[config.mk]
export PLATFORM = sky130hd
export DESIGN_NAME = sync_length_xor_frame_receiver_flat
export DESIGN_NICKNAME = d
export VERILOG_FILES = /design/src/sv/sljfr_pkg.sv /design/src/sv/sljfr_if.sv /design/src/sv/sljfr_timer.sv /design/src/sv/sync_length_xor_frame_receiver.sv /design/src/flat_wrapper.sv
export SDC_FILE = /design/constraint.sdc
export NUM_CORES = 1
export LEC_CHECK = 0
export BUFFER_PORTS_ARGS = -buffer_cell sky130_fd_sc_hd__buf_2
export CORE_MARGIN = 5
export CORE_UTILIZATION = 59
export CTS_CLUSTER_SIZE = 8
export DETAILED_ROUTE_END_ITERATION = 12
export PLACE_DENSITY = 0.8
export SYNTH_ARGS = -nofsm -noshare
export SYNTH_HDL_FRONTEND = slang
export SYNTH_HIERARCHICAL = 1
export SYNTH_SLANG_ARGS = --single-unit
[constraint.sdc]
create_clock -name clk -period 5.3 [get_ports clk]
set_input_delay 0.265 -clock clk [delete_from_list [all_inputs] [get_ports clk]]
set_output_delay 0.265 -clock clk [all_outputs]
set_load 0.05 [all_outputs]
[src/sv/sljfr_pkg.sv]
package sljfr_pkg;

	localparam logic [7:0]  SYNC_FIRST    = 8'hEB;
	localparam logic [7:0]  SYNC_SECOND   = 8'h50;
	localparam logic [15:0] TIMEOUT_RESET = 16'd100;

	typedef enum logic [1:0] {
		KIND_PAYLOAD = 2'd0,
		KIND_GOOD    = 2'd1,
		KIND_BAD     = 2'd2,
		KIND_TIMEOUT = 2'd3
	} kind_t;

	typedef enum logic [2:0] {
		PH_IDLE = 3'b001,
		PH_SYNC = 3'b010,
		PH_RECV = 3'b100
	} phase_t;

	// Sticky timeout flag positions.
	localparam int FLAG_RECV = 0;
	localparam int FLAG_SYNC = 1;
	localparam int FLAG_IDLE = 2;

	typedef struct packed {
		logic start;
		logic stop;
		logic tick;
	} tmr_ctl_t;

endpackage

[src/sv/sljfr_if.sv]
interface sljfr_in_if;
	logic       valid;
	logic       ready;
	logic       action;
	logic [7:0] rx_byte;

	modport source (output valid, output action, output rx_byte, input ready);
	modport sink   (input valid, input action, input rx_byte, output ready);
endinterface

interface sljfr_out_if;
	logic       valid;
	logic       ready;
	logic [1:0] kind;
	logic [7:0] command;
	logic [7:0] frame_length;
	logic [7:0] payload_byte;
	logic [7:0] payload_index;
	logic [2:0] timeout_flags;
	logic [7:0] checksum_errors;

	modport source (output valid, output kind, output command, output frame_length,
		output payload_byte, output payload_index, output timeout_flags,
		output checksum_errors, input ready);
	modport sink   (input valid, input kind, input command, input frame_length,
		input payload_byte, input payload_index, input timeout_flags,
		input checksum_errors, output ready);
endinterface

[src/sv/sljfr_timer.sv]
module sljfr_timer (
	input  logic              clk,
	input  logic              arst_n,
	input  logic              cfg_we,
	input  logic [15:0]       cfg_data,
	input  sljfr_pkg::tmr_ctl_t ctl,
	output logic              due
);

	logic [15:0] limit_q;
	logic [15:0] count_q;
	logic        running_q;

	// The next tick ends the count: a count of one or of zero both expire.
	assign due = running_q && (count_q <= 16'd1);

	always_ff @(posedge clk or negedge arst_n) begin
		if (!arst_n) begin
			limit_q <= sljfr_pkg::TIMEOUT_RESET;
		end else if (cfg_we) begin
			limit_q <= cfg_data;
		end
	end

	always_ff @(posedge clk or negedge arst_n) begin
		if (!arst_n) begin
			count_q   <= '0;
			running_q <= 1'b0;
		end else begin
			priority if (ctl.start) begin
				count_q   <= limit_q;
				running_q <= 1'b1;
			end else if (ctl.stop) begin
				running_q <= 1'b0;
			end else if (ctl.tick && running_q) begin
				if (due) begin
					count_q   <= '0;
					running_q <= 1'b0;
				end else begin
					count_q <= count_q - 16'd1;
				end
			end else begin
				running_q <= running_q;
			end
		end
	end

endmodule

[src/sv/sync_length_xor_frame_receiver.sv]
// Frame receiver for byte streams framed as 0xEB, 0x50, command, length,
// payload bytes and an XOR checksum over the payload.
// The in_ch channel carries items of two sorts: a received byte (action 0)
// or one tick of the inactivity timer (action 1). The out_ch channel gives
// at most one result item per input item: a payload byte with its index,
// a good or bad checksum verdict, or a timeout abort, each with the current
// command, length, sticky timeout flags and bad-checksum count.
// An accepted item sits in an input register until the output register is
// free or being emptied; the edge that moves it on writes its result into
// the output register, which offers it to out_ch. One item is taken every
// cycle while out_ch keeps up.
// When out_ch stalls, the output register holds its result and the input
// register holds the next item; in_ch.ready falls until the result is taken.
// Items that produce no result still wait behind a stalled output.
// The timeout length is written through cfg_we and cfg_data and takes
// effect at the next timer start; it resets to 100 ticks.
// Reset puts the receiver in idle with the timer stopped and all counts,
// flags and frame fields cleared. No clearing pass is needed.
module sync_length_xor_frame_receiver (
	input  logic        clk,
	input  logic        arst_n,
	input  logic        cfg_we,
	input  logic [15:0] cfg_data,
	sljfr_in_if.sink    in_ch,
	sljfr_out_if.source out_ch
);

	logic        valid_s1;
	logic        action_s1;
	logic [7:0]  byte_s1;
	logic        advance;

	sljfr_pkg::phase_t phase_q, phase_d;
	logic [8:0]  pos_q, pos_d;
	logic [7:0]  len_q, len_d;
	logic [7:0]  cmd_q, cmd_d;
	logic [7:0]  xor_q, xor_d;
	logic [2:0]  flags_q, flags_d;
	logic [7:0]  bad_q, bad_d;

	logic              res_valid;
	sljfr_pkg::kind_t  res_kind;
	logic [7:0]        res_pbyte;
	logic [7:0]        res_pidx;
	sljfr_pkg::tmr_ctl_t tctl, tctl_gated;
	logic              due;

	logic        out_valid_q;
	logic [1:0]  out_kind_q;
	logic [7:0]  out_cmd_q;
	logic [7:0]  out_len_q;
	logic [7:0]  out_pbyte_q;
	logic [7:0]  out_pidx_q;
	logic [2:0]  out_flags_q;
	logic [7:0]  out_bad_q;

	// The held item moves on whenever the output register is free or being emptied.
	assign advance     = valid_s1 && (!out_valid_q || out_ch.ready);
	assign in_ch.ready = !valid_s1 || advance;

	always_ff @(posedge clk or negedge arst_n) begin
		if (!arst_n) begin
			valid_s1 <= 1'b0;
		end else if (in_ch.ready) begin
			valid_s1 <= in_ch.valid;
		end
	end

	always_ff @(posedge clk) begin
		if (in_ch.ready && in_ch.valid) begin
			action_s1 <= in_ch.action;
			byte_s1   <= in_ch.rx_byte;
		end
	end

	always_comb begin
		phase_d   = phase_q;
		pos_d     = pos_q;
		len_d     = len_q;
		cmd_d     = cmd_q;
		xor_d     = xor_q;
		flags_d   = flags_q;
		bad_d     = bad_q;
		res_valid = 1'b0;
		res_kind  = sljfr_pkg::KIND_PAYLOAD;
		res_pbyte = '0;
		res_pidx  = '0;
		tctl      = '0;
		if (action_s1) begin
			tctl.tick = 1'b1;
			if (due) begin
				unique case (phase_q)
					sljfr_pkg::PH_SYNC: flags_d[sljfr_pkg::FLAG_SYNC] = 1'b1;
					sljfr_pkg::PH_RECV: flags_d[sljfr_pkg::FLAG_RECV] = 1'b1;
					default:            flags_d[sljfr_pkg::FLAG_IDLE] = 1'b1;
				endcase
				phase_d   = sljfr_pkg::PH_IDLE;
				pos_d     = '0;
				res_valid = 1'b1;
				res_kind  = sljfr_pkg::KIND_TIMEOUT;
			end
		end else begin
			unique case (phase_q)
				sljfr_pkg::PH_SYNC: begin
					if (byte_s1 == sljfr_pkg::SYNC_SECOND) begin
						phase_d    = sljfr_pkg::PH_RECV;
						pos_d      = '0;
						len_d      = '0;
						xor_d      = '0;
						tctl.start = 1'b1;
					end
				end
				sljfr_pkg::PH_RECV: begin
					priority if (pos_q == 9'd0) begin
						cmd_d      = byte_s1;
						pos_d      = 9'd1;
						tctl.start = 1'b1;
					end else if (pos_q == 9'd1) begin
						len_d      = byte_s1;
						pos_d      = 9'd2;
						tctl.start = 1'b1;
					end else if (pos_q == {1'b0, len_q} + 9'd2) begin
						if (byte_s1 == xor_q) begin
							res_kind = sljfr_pkg::KIND_GOOD;
						end else begin
							res_kind = sljfr_pkg::KIND_BAD;
							bad_d    = bad_q + 8'd1;
						end
						phase_d   = sljfr_pkg::PH_IDLE;
						pos_d     = '0;
						tctl.stop = 1'b1;
						res_valid = 1'b1;
					end else begin
						xor_d      = xor_q ^ byte_s1;
						pos_d      = pos_q + 9'd1;
						tctl.start = 1'b1;
						res_valid  = 1'b1;
						res_kind   = sljfr_pkg::KIND_PAYLOAD;
						res_pbyte  = byte_s1;
						res_pidx   = 8'(pos_q - 9'd2);
					end
				end
				default: begin
					// Idle, and any unused code, waits for the first sync byte.
					pos_d = '0;
					len_d = '0;
					if (byte_s1 == sljfr_pkg::SYNC_FIRST) begin
						phase_d    = sljfr_pkg::PH_SYNC;
						tctl.start = 1'b1;
					end else begin
						phase_d   = sljfr_pkg::PH_IDLE;
						tctl.stop = 1'b1;
					end
				end
			endcase
		end
	end

	assign tctl_gated = advance ? tctl : '0;

	sljfr_timer u_timer (
		.clk      (clk),
		.arst_n   (arst_n),
		.cfg_we   (cfg_we),
		.cfg_data (cfg_data),
		.ctl      (tctl_gated),
		.due      (due)
	);

	always_ff @(posedge clk or negedge arst_n) begin
		if (!arst_n) begin
			phase_q <= sljfr_pkg::PH_IDLE;
			pos_q   <= '0;
			len_q   <= '0;
			cmd_q   <= '0;
			xor_q   <= '0;
			flags_q <= '0;
			bad_q   <= '0;
		end else if (advance) begin
			phase_q <= phase_d;
			pos_q   <= pos_d;
			len_q   <= len_d;
			cmd_q   <= cmd_d;
			xor_q   <= xor_d;
			flags_q <= flags_d;
			bad_q   <= bad_d;
		end
	end

	always_ff @(posedge clk or negedge arst_n) begin
		if (!arst_n) begin
			out_valid_q <= 1'b0;
		end else if (!out_valid_q || out_ch.ready) begin
			out_valid_q <= advance && res_valid;
		end
	end

	always_ff @(posedge clk) begin
		if (advance && res_valid) begin
			out_kind_q  <= res_kind;
			out_cmd_q   <= cmd_d;
			out_len_q   <= len_d;
			out_pbyte_q <= res_pbyte;
			out_pidx_q  <= res_pidx;
			out_flags_q <= flags_d;
			out_bad_q   <= bad_d;
		end
	end

	assign out_ch.valid           = out_valid_q;
	assign out_ch.kind            = out_kind_q;
	assign out_ch.command         = out_cmd_q;
	assign out_ch.frame_length    = out_len_q;
	assign out_ch.payload_byte    = out_pbyte_q;
	assign out_ch.payload_index   = out_pidx_q;
	assign out_ch.timeout_flags   = out_flags_q;
	assign out_ch.checksum_errors = out_bad_q;

	a_timeout_to_idle: assert property (@(posedge clk) disable iff (!arst_n)
		advance && res_valid && res_kind == sljfr_pkg::KIND_TIMEOUT
		|=> phase_q == sljfr_pkg::PH_IDLE && pos_q == 9'd0)
		else $error("timeout abort did not return the receiver to idle");

	a_bad_count: assert property (@(posedge clk) disable iff (!arst_n)
		advance && res_valid && res_kind == sljfr_pkg::KIND_BAD
		|=> bad_q == $past(bad_q) + 8'd1)
		else $error("bad checksum did not bump the error count");

	a_pos_bound: assert property (@(posedge clk) disable iff (!arst_n)
		phase_q == sljfr_pkg::PH_RECV |-> pos_q <= {1'b0, len_q} + 9'd2)
		else $error("byte position ran past the checksum byte");

	a_hold_s1: assert property (@(posedge clk) disable iff (!arst_n)
		valid_s1 && !advance |=> valid_s1 && $stable(byte_s1) && $stable(action_s1))
		else $error("stalled item in the input register was lost or changed");

endmodule
[src/flat_wrapper.sv]
// flat-port wrapper written by rule: the top's interface ports become plain ports
module sync_length_xor_frame_receiver_flat 
  (clk, arst_n, cfg_we, cfg_data, in_ch_valid, in_ch_action, in_ch_rx_byte, in_ch_ready, out_ch_valid, out_ch_kind, out_ch_command, out_ch_frame_length, out_ch_payload_byte, out_ch_payload_index, out_ch_timeout_flags, out_ch_checksum_errors, out_ch_ready);
  sljfr_in_if in_ch_i ();
  sljfr_out_if out_ch_i ();
  input  logic clk;
  input  logic arst_n;
  input  logic cfg_we;
  input  logic [15:0] cfg_data;
  input wire logic [$bits(in_ch_i.valid)-1:0] in_ch_valid;
  input wire logic [$bits(in_ch_i.action)-1:0] in_ch_action;
  input wire logic [$bits(in_ch_i.rx_byte)-1:0] in_ch_rx_byte;
  output wire logic [$bits(in_ch_i.ready)-1:0] in_ch_ready;
  output wire logic [$bits(out_ch_i.valid)-1:0] out_ch_valid;
  output wire logic [$bits(out_ch_i.kind)-1:0] out_ch_kind;
  output wire logic [$bits(out_ch_i.command)-1:0] out_ch_command;
  output wire logic [$bits(out_ch_i.frame_length)-1:0] out_ch_frame_length;
  output wire logic [$bits(out_ch_i.payload_byte)-1:0] out_ch_payload_byte;
  output wire logic [$bits(out_ch_i.payload_index)-1:0] out_ch_payload_index;
  output wire logic [$bits(out_ch_i.timeout_flags)-1:0] out_ch_timeout_flags;
  output wire logic [$bits(out_ch_i.checksum_errors)-1:0] out_ch_checksum_errors;
  input wire logic [$bits(out_ch_i.ready)-1:0] out_ch_ready;
  assign in_ch_i.valid = in_ch_valid;
  assign in_ch_i.action = in_ch_action;
  assign in_ch_i.rx_byte = in_ch_rx_byte;
  assign in_ch_ready = in_ch_i.ready;
  assign out_ch_valid = out_ch_i.valid;
  assign out_ch_kind = out_ch_i.kind;
  assign out_ch_command = out_ch_i.command;
  assign out_ch_frame_length = out_ch_i.frame_length;
  assign out_ch_payload_byte = out_ch_i.payload_byte;
  assign out_ch_payload_index = out_ch_i.payload_index;
  assign out_ch_timeout_flags = out_ch_i.timeout_flags;
  assign out_ch_checksum_errors = out_ch_i.checksum_errors;
  assign out_ch_i.ready = out_ch_ready;
  sync_length_xor_frame_receiver u_core (.clk(clk), .arst_n(arst_n), .cfg_we(cfg_we), .cfg_data(cfg_data), .in_ch(in_ch_i), .out_ch(out_ch_i));
endmodule
==> metrics.txt, run 1 <==
CTS H-Tree Depth=4; number of gates resized after cts=0; Sequential cell area=roughly 0.0037 mm²; final weighted congestion of routability-driven global placement=0.8814; post-layout net count=~680; number of buffers inserted during clock tree synthesis=17; maximum resistive drop on vdd=227.7 µV; Total Negative Setup Slacks=0 ns; count of unique library cells instantiated by Yosys=80; share of synthesized flip-flops with an asynchronous set or reset=0.6029; final routed wirelength across all metal layers=14.54 mm; initial antenna violation count=0; type of origin of the critical path=flop; post-DP HPWL=between 9 and 10 mm; netlist area before placement=~0.0067 mm²; clock period minus worst slack=3.517 ns; Die Outline Area=0.01367 mm²; synthesized netlist cell count=582; ANT cells=0; switching pwr=542.2 µW; Max Fclk=0.2843 GHz; clock group share of total power=0.480; class of the most critical hold timing path=primary input to flop; MaxCap Viol Count=0; Main synth FF type=sky130_fd_sc_hd__dfrtp_1; register area share after synthesis=0.5454; count of hold-fix buffers inserted at cts=0; number of design rule violations left after detail routing=0; # port buffers=76; overflow left after global routing=0; count of pins over their slew limit=0; filler cell count in the final layout=~840; Switching Fraction=0.2264; number of sinks on the clock net=between 100 and 150; R2R depth=12; horizontal die dimension=116.9 µm; beginning of the worst hold path=in_ch_action; result of the run=complete, no violations; overall power=2.394 mW; combinational cell fraction of total power=0.040; maximum number of pins on one net before global-route repair=83; via count of the first global-routing pass=around 4800; vias after detailed routing=about 4800; worst-path fanout max=17; arrival time at the worst endpoint=roughly 3.8 ns; yosys synthesis warning count=6; capture instance of the worst register-to-register path=u_core/u_timer/count_q[8]; worst-case clock buffer depth=2; unrepaired setup endpoints after global routing=false; total nets after synthesis=621; Reg2Reg Launch Point=u_core/len_q[1]; final instance area=between 0.007 and 0.008 mm²; Post-Synthesis Mean Instance Area=11.59 µm²; endpoint required time on the critical path=5.58 ns; number of instances on the worst hold path=1; worst min-delay path endpoint=u_core/action_s1; via count normalized by instance count=around 6.1; Routed Antenna Nets=0; Clock Pin Slew Worst Setup and Hold Paths=0.06 ns; count of endpoints failing hold in the final timing report=0; relative contribution of sequential cells to total power=0.480; endpoint type of the worst setup path=flop; Root Buffer=sky130_fd_sc_hd__clkbuf_16; fraction of layout cells with a size suffix above 1=0.2642; GRT Util Overall=0.2243; cell internal power dissipation=1.852 mW; remaining max-slew budget at the tightest pin=0.2627; EDFF count, synth=54; placeable core region=0.01132 mm²; violation count after the first detailed-route iteration=between 300 and 400; clock tree from TritonCTS=built; multi-input logic area=~0.0028 mm²; actual slew at the worst max-slew pin=about 1.1 ns; Final period util=0.6636; wire per inst=18.31 µm; power density relative to cell area=311.9 mW/mm²; number of search-and-repair iterations in the first detailed-routing pass=4; leakage=3.327 nW; area added between synthesis and finish=13.82%; first-pass GRT wire length=23.91 mm; overall die height=around 120 µm; starting density of the core=0.5958; Setup CP Type=flop to flop; register bit total from synthesis=136; area post-placement=0.007101 mm²; boundary pin count=77; number of setup buffers added after CTS=0; post-route clock skew=between 0.02 and 0.025 ns; standard-cell rows=39; Clk Latency, worst-skew pair=0.42 ns; setup violation total in the final timing report=0; worst reg2reg setup slack=~1.8 ns
## through the flow
stage                     setup slack [ns]  hold slack (ns)  std cells    util
after floorplan                      1.228         -0.03059        582       -
after detailed placement             1.785           0.4438        762  0.6272
final                                1.783          0.02140        794  0.6782
after global placement               1.900           0.4306        762  0.6272
after CTS                            1.763          0.01242        794  0.6782
after global routing                 1.489         0.007421        794  0.6782
## how the worst max path moves through the flow
stage / end / depth (start not counted) / from / slack [ns]
5_1_grt: u_core/u_timer/count_q[5] / 12 / u_core/len_q[1] / 1.49
4_1_cts: u_core/out_ch.checksum_errors[3] / 7 / u_core/u_timer/count_q[6] / 1.76
3_5_place_dp: u_core/out_ch.checksum_errors[1] / 7 / u_core/u_timer/count_q[6] / 1.78
2_1_floorplan: u_core/out_ch.checksum_errors[0] / 6 / u_core/u_timer/count_q[6] / 1.23
6_report: u_core/u_timer/count_q[8] / 12 / u_core/len_q[1] / 1.78
3_3_place_gp: u_core/out_ch.checksum_errors[0] / 7 / u_core/u_timer/count_q[6] / 1.90
## power by group through the flow
stage	sequential [mW]	clock, mW	combinational (mW)
6_report	1.15	1.15	0.0960
5_1_grt	1.15	1.22	0.107
4_1_cts	1.15	1.17	0.0962
3_5_place_dp	1.17	0	0.0951
3_3_place_gp	1.17	0	0.0928
2_1_floorplan	1.15	0	0.0716
## placed cells by master, fill, tap and decap left out, drive strengths merged, types with 5 or more instances in the layout
cell    count
dfrtp      78
buf        78
edfxtp     54
nand2      46
nand3      33
mux2       30
nor2       26
xnor2      24
o21ai      20
and3       19
clkbuf     18
inv        18
a21oi      17
a22o       16
xor2       12
mux2i      12
a31oi      11
nand4       9
ha          9
nor4        9
nand3b      8
clkinv      8
nor3        7
and2        7
or3         7
o31ai       5
## critical path: stages, from the launching register on
cell	delay (ns)
sky130_fd_sc_hd__dfrtp_1	0.45
sky130_fd_sc_hd__ha_1	0.33
sky130_fd_sc_hd__xor2_1	0.16
sky130_fd_sc_hd__nor3_1	0.23
sky130_fd_sc_hd__o211ai_1	0.19
sky130_fd_sc_hd__a211oi_4	0.69
sky130_fd_sc_hd__nand2_1	0.15
sky130_fd_sc_hd__a21oi_1	0.24
sky130_fd_sc_hd__nand3b_2	0.26
sky130_fd_sc_hd__or3_1	0.27
sky130_fd_sc_hd__o21ai_0	0.12
sky130_fd_sc_hd__a22oi_1	0.17
sky130_fd_sc_hd__o21ai_0	0.11
## registers in the layout (all words and copies together), names as in the netlist, 8 cells and up
register and cells:
u_core/u_timer/count_q 16, u_core/byte_s1 8, u_core/out_ch.payload_index 8, u_core/xor_q 8, u_core/out_ch.payload_byte 8, u_core/cmd_q 8
u_core/u_timer/limit_q 16, u_core/out_ch.checksum_errors 8, u_core/out_ch.command 8, u_core/bad_q 8, u_core/pos_q 9, u_core/len_q 8
u_core/out_ch.frame_length 8
## area by class of cell
cell class | count | share of cell area
Clock buffer | 18 | 0.05590
Tap cell | 143 | 0.02331
Inverter | 16 | 0.007823
Multi-Input combinational cell | 389 | 0.3628
Timing Repair Buffer | 78 | 0.05183
Clock inverter | 14 | 0.01923
Sequential cell | 136 | 0.4791
## Yosys cell counts (all sizes together), types with 3 or more instances
library cell,number,area share
xnor2,24,0.031
nand4,9,0.0083
inv,15,0.0083
nor4,9,0.011
a211o,3,0.0041
nand3,33,0.027
nor3,7,0.0052
nor3b,4,0.0045
o21a,4,0.0045
nand2b,4,0.0037
o31a,3,0.0041
o31ai,5,0.0063
nand2,46,0.026
o21ai,20,0.015
a311oi,3,0.0039
or2,3,0.0028
dfstp,4,0.016
clkbuf,17,0.0095
nor2,26,0.016
edfxtp,54,0.24
a31oi,11,0.010
a22oi,3,0.0033
o211ai,4,0.0045
buf,23,0.023
mux2,30,0.051
ha,9,0.017
a21oi,17,0.013
mux2i,12,0.018
dfrtp,78,0.29
xor2,12,0.016
and3,19,0.019
a22o,16,0.021
and2,7,0.0065
or3,7,0.0072
nor2b,3,0.0028
and4b,4,0.0059
nand3b,8,0.0095
## kinds of logic after synthesis
| family | Yosys count | synth area share |
|---|---|---|
| buffers and inverters | 57 | 0.04285 |
| and+or+nand+nor | 198 | 0.1677 |
| xor gates and xnor gates | 36 | 0.04674 |
| AOI/OAI and AO/OA | 104 | 0.1122 |
| adders and majority gates | 9 | 0.01669 |
| DFF | 136 | 0.5454 |
| muxes | 42 | 0.06845 |
## layer usage
layer,up-vias,part of all wire,track usage
met3,21,0.060,0.05039
li1,2249,-,-
met2,164,0.49,0.3549
met4,0,0.014,0.08104
met5,-,0,0
met1,2403,0.44,0.3068
(Power assumes the default switching activity.)
==> inputs of run 2 (changes only) <==
==> constraint.sdc (replaced) <==
create_clock -name clk -period 3.4 [get_ports clk]
set_input_delay 0.17 -clock clk [delete_from_list [all_inputs] [get_ports clk]]
set_output_delay 0.17 -clock clk [all_outputs]
set_load 0.05 [all_outputs]
==> run 2 against run 1 <==
Setup slack worse by 1.5 ns. Design area is 4.9% higher. Non-clock buffer count is 30 higher. Sequential power is 56% higher. Hold slack worse by 0.0093 ns. Utilization is 3.3 points higher. Highest routed layer unchanged.
==> metrics.txt, run 2 (synthesized netlist as in run 1, its figures left out) <==
initial antenna violation count=0 (unchanged); arrival time at the worst endpoint=3.42 ns (-0.38 ns); type of origin of the critical path=flop; Root Buffer=sky130_fd_sc_hd__clkbuf_16; number of instances on the worst hold path=2 (+1); number of sinks on the clock net=136 (unchanged); maximum number of pins on one net before global-route repair=83 (unchanged); capture instance of the worst register-to-register path=u_core/u_timer/count_q[10]; area post-placement=0.007151 mm² (+0.70%); power density relative to cell area=495.4 mW/mm² (+59%); post-route clock skew=0.01138 ns (-0.01336 ns); # port buffers=76 (unchanged); final weighted congestion of routability-driven global placement=0.8526 (-3.3%); worst min-delay path endpoint=u_core/u_timer/limit_q[7]; beginning of the worst hold path=cfg_data[7]; class of the most critical hold timing path=primary input to flop; Setup CP Type=flop to flop; result of the run=complete, no violations; wire length on met2=7.503 mm (+5.9%); worst reg2reg setup slack=0.26 ns (-1.52 ns); fraction of the core area covered by cells at the end of the flow=0.7112 (+0.03305); actual slew at the worst max-slew pin=1.031 ns (-0.07246 ns); Final period util=0.9230 (+0.2593); largest incremental delay on the critical path=0.47 ns (-0.22 ns); ANT cells=0 (unchanged); Total Negative Setup Slacks=0 ns (unchanged); maximum resistive drop on vdd=449.0 µV (+97%); setup violation total in the final timing report=0 (unchanged); number of search-and-repair iterations in the first detailed-routing pass=6 (+2); MaxCap Viol Count=0 (unchanged); Reg2Reg Launch Point=u_core/len_q[1]; commonest non-fill, non-tap cell in the layout=sky130_fd_sc_hd__dfrtp_1; fraction of layout cells with a size suffix above 1=0.2599 (-0.004297); standard-cell rows=39 (unchanged); total met3 wirelength after detailed routing=952 µm (+9.4%); worst-path fanout max=7 (-10); worst-case clock buffer depth=2 (unchanged); wire per inst=18.23 µm (-0.43%); Routed Antenna Nets=0 (unchanged); final routed wirelength across all metal layers=15.03 mm (+3.3%); placeable core region=0.01132 mm² (unchanged); Max Fclk=0.3187 GHz (+12%); endpoint type of the worst setup path=flop; highest-count cells in the layout ignoring fill and taps=sky130_fd_sc_hd__dfrtp_1 (78), sky130_fd_sc_hd__buf_2 (75), sky130_fd_sc_hd__edfxtp_1 (54); count of pins over their slew limit=0 (unchanged); CTS H-Tree Depth=4 (unchanged); starting density of the core=0.5958 (unchanged); R2R depth=12 (unchanged); filler cell count in the final layout=782 (-6.7%); post-DP HPWL=9.442 mm (-0.83%); violation count after the first detailed-route iteration=458 (+30%); final instance area=0.008051 mm² (+4.9%); first-pass GRT wire length=24.52 mm (+2.5%); overflow left after global routing=0 (unchanged); Clk Latency, worst-skew pair=0.41 ns (about the same); boundary pin count=77 (unchanged); number of buffers inserted during clock tree synthesis=17 (unchanged); slowest cell on the critical path=sky130_fd_sc_hd__or3_1; clock period minus worst slack=3.138 ns (-0.3792 ns); horizontal die dimension=116.9 µm (unchanged); clock tree from TritonCTS=built; area added between synthesis and finish=19.37%; remaining max-slew budget at the tightest pin=0.3127 (+0.05005); Clock Pin Slew Worst Setup and Hold Paths=0.06 ns (about the same); post-layout net count=707 (+4.4%); count of endpoints failing hold in the final timing report=0 (unchanged); via count normalized by instance count=6.069 (-0.37%); GRT Util Overall=0.2286 (+0.004246); unrepaired setup endpoints after global routing=false; wire length on met1=6.401 mm (+0.34%); registers with the most flip-flops=u_core/u_timer/count_q x16, u_core/u_timer/limit_q x16, u_core/pos_q x9; top sig layer=met4; overall die height=116.9 µm (unchanged); via count of the first global-routing pass=4933 (+3.5%); number of design rule violations left after detail routing=0 (unchanged); vias after detailed routing=5001 (+3.4%); cell-by-cell trace of the critical path=ha_1 -> and3_2 -> and4_1 -> o211ai_1 -> a211oi_4 -> nand2_1 -> a21oi_1 -> nand3b_2 -> or3_1 -> o31a_1 -> a31oi_1 -> o21ai_1; number of gates resized after cts=0 (unchanged); leakage=3.497 nW (+5.1%); Die Outline Area=0.01367 mm² (unchanged); endpoint required time on the critical path=3.68 ns (-1.90 ns)
run 2: cell types whose count changed in the layout (fill, tap and decap cells not counted), sizes merged:
cell / previous run / this run
clkinv: 8 / 7
clkinvlp: 2 / 0
bufinv: 2 / 5
dlygate4sd3: 0 / 25
buf: 78 / 83
run 2: critical path: cells and delay by family (launching register included):
kind | cells | cell delay, ns
simple gates | 5 | 1.27
flops | 1 | 0.44
compound gates | 6 | 1.03
fa+ha+maj | 1 | 0.28
run 2: stage by stage:
stage                     worst slack [ns]  total power [mW]  hold slack (ns)  cells
after floorplan                    0.07225             1.901          -0.1256    582
after global placement              0.4544             1.964           0.3484    767
after detailed placement            0.3528             1.971           0.3504    767
after CTS                           0.3074             4.004         0.001308    824
after global routing               0.06226             4.112         0.008509    824
final                               0.2619             3.989          0.01206    824
run 2: worst max path at each step:
stage	startpoint	to	slack [ns]	cells past startpoint
3_3_place_gp	u_core/len_q[1]	u_core/u_timer/count_q[10]	0.45	12
3_5_place_dp	u_core/len_q[1]	u_core/u_timer/count_q[10]	0.35	12
5_1_grt	u_core/len_q[1]	u_core/u_timer/count_q[10]	0.06	12
2_1_floorplan	u_core/u_timer/count_q[6]	u_core/out_ch.checksum_errors[0]	0.07	6
4_1_cts	u_core/len_q[1]	u_core/u_timer/count_q[10]	0.31	12
6_report	u_core/len_q[1]	u_core/u_timer/count_q[10]	0.26	12
run 2: area by class of cell:
type,count,area (µm²),share of cell area
Sequential cell,136,3679,0.4569
Multi-Input combinational cell,389,2785,0.3459
Timing Repair Buffer,108,698.2,0.08671
Clock buffer,18,429.2,0.05330
Clock inverter,14,221.5,0.02751
Tap cell,143,178.9,0.02222
Inverter,16,60.06,0.007459
run 2: per-layer routing:
layer,global-route usage,vias to the layer above
met3,0.05039,19
li1,-,2312
met5,0,-
met1,0.3120,2483
met2,0.3697,187
met4,0.06957,0
run 2: timing repair:
action | 4_1_cts | 5_1_grt
hold buffers | 25 | 0
hold endpoints to repair | 77 | 0
buffers inserted | 0 | 0
run 2: report_power, final:
part / total (mW) / switching, mW / leakage, nW / internal [mW]
combinational: 0.175 / 0.0934 / 1.60 / 0.0819
sequential: 1.79 / 0.0485 / 1.58 / 1.74
clock: 2.02 / 0.712 / 0.319 / 1.31
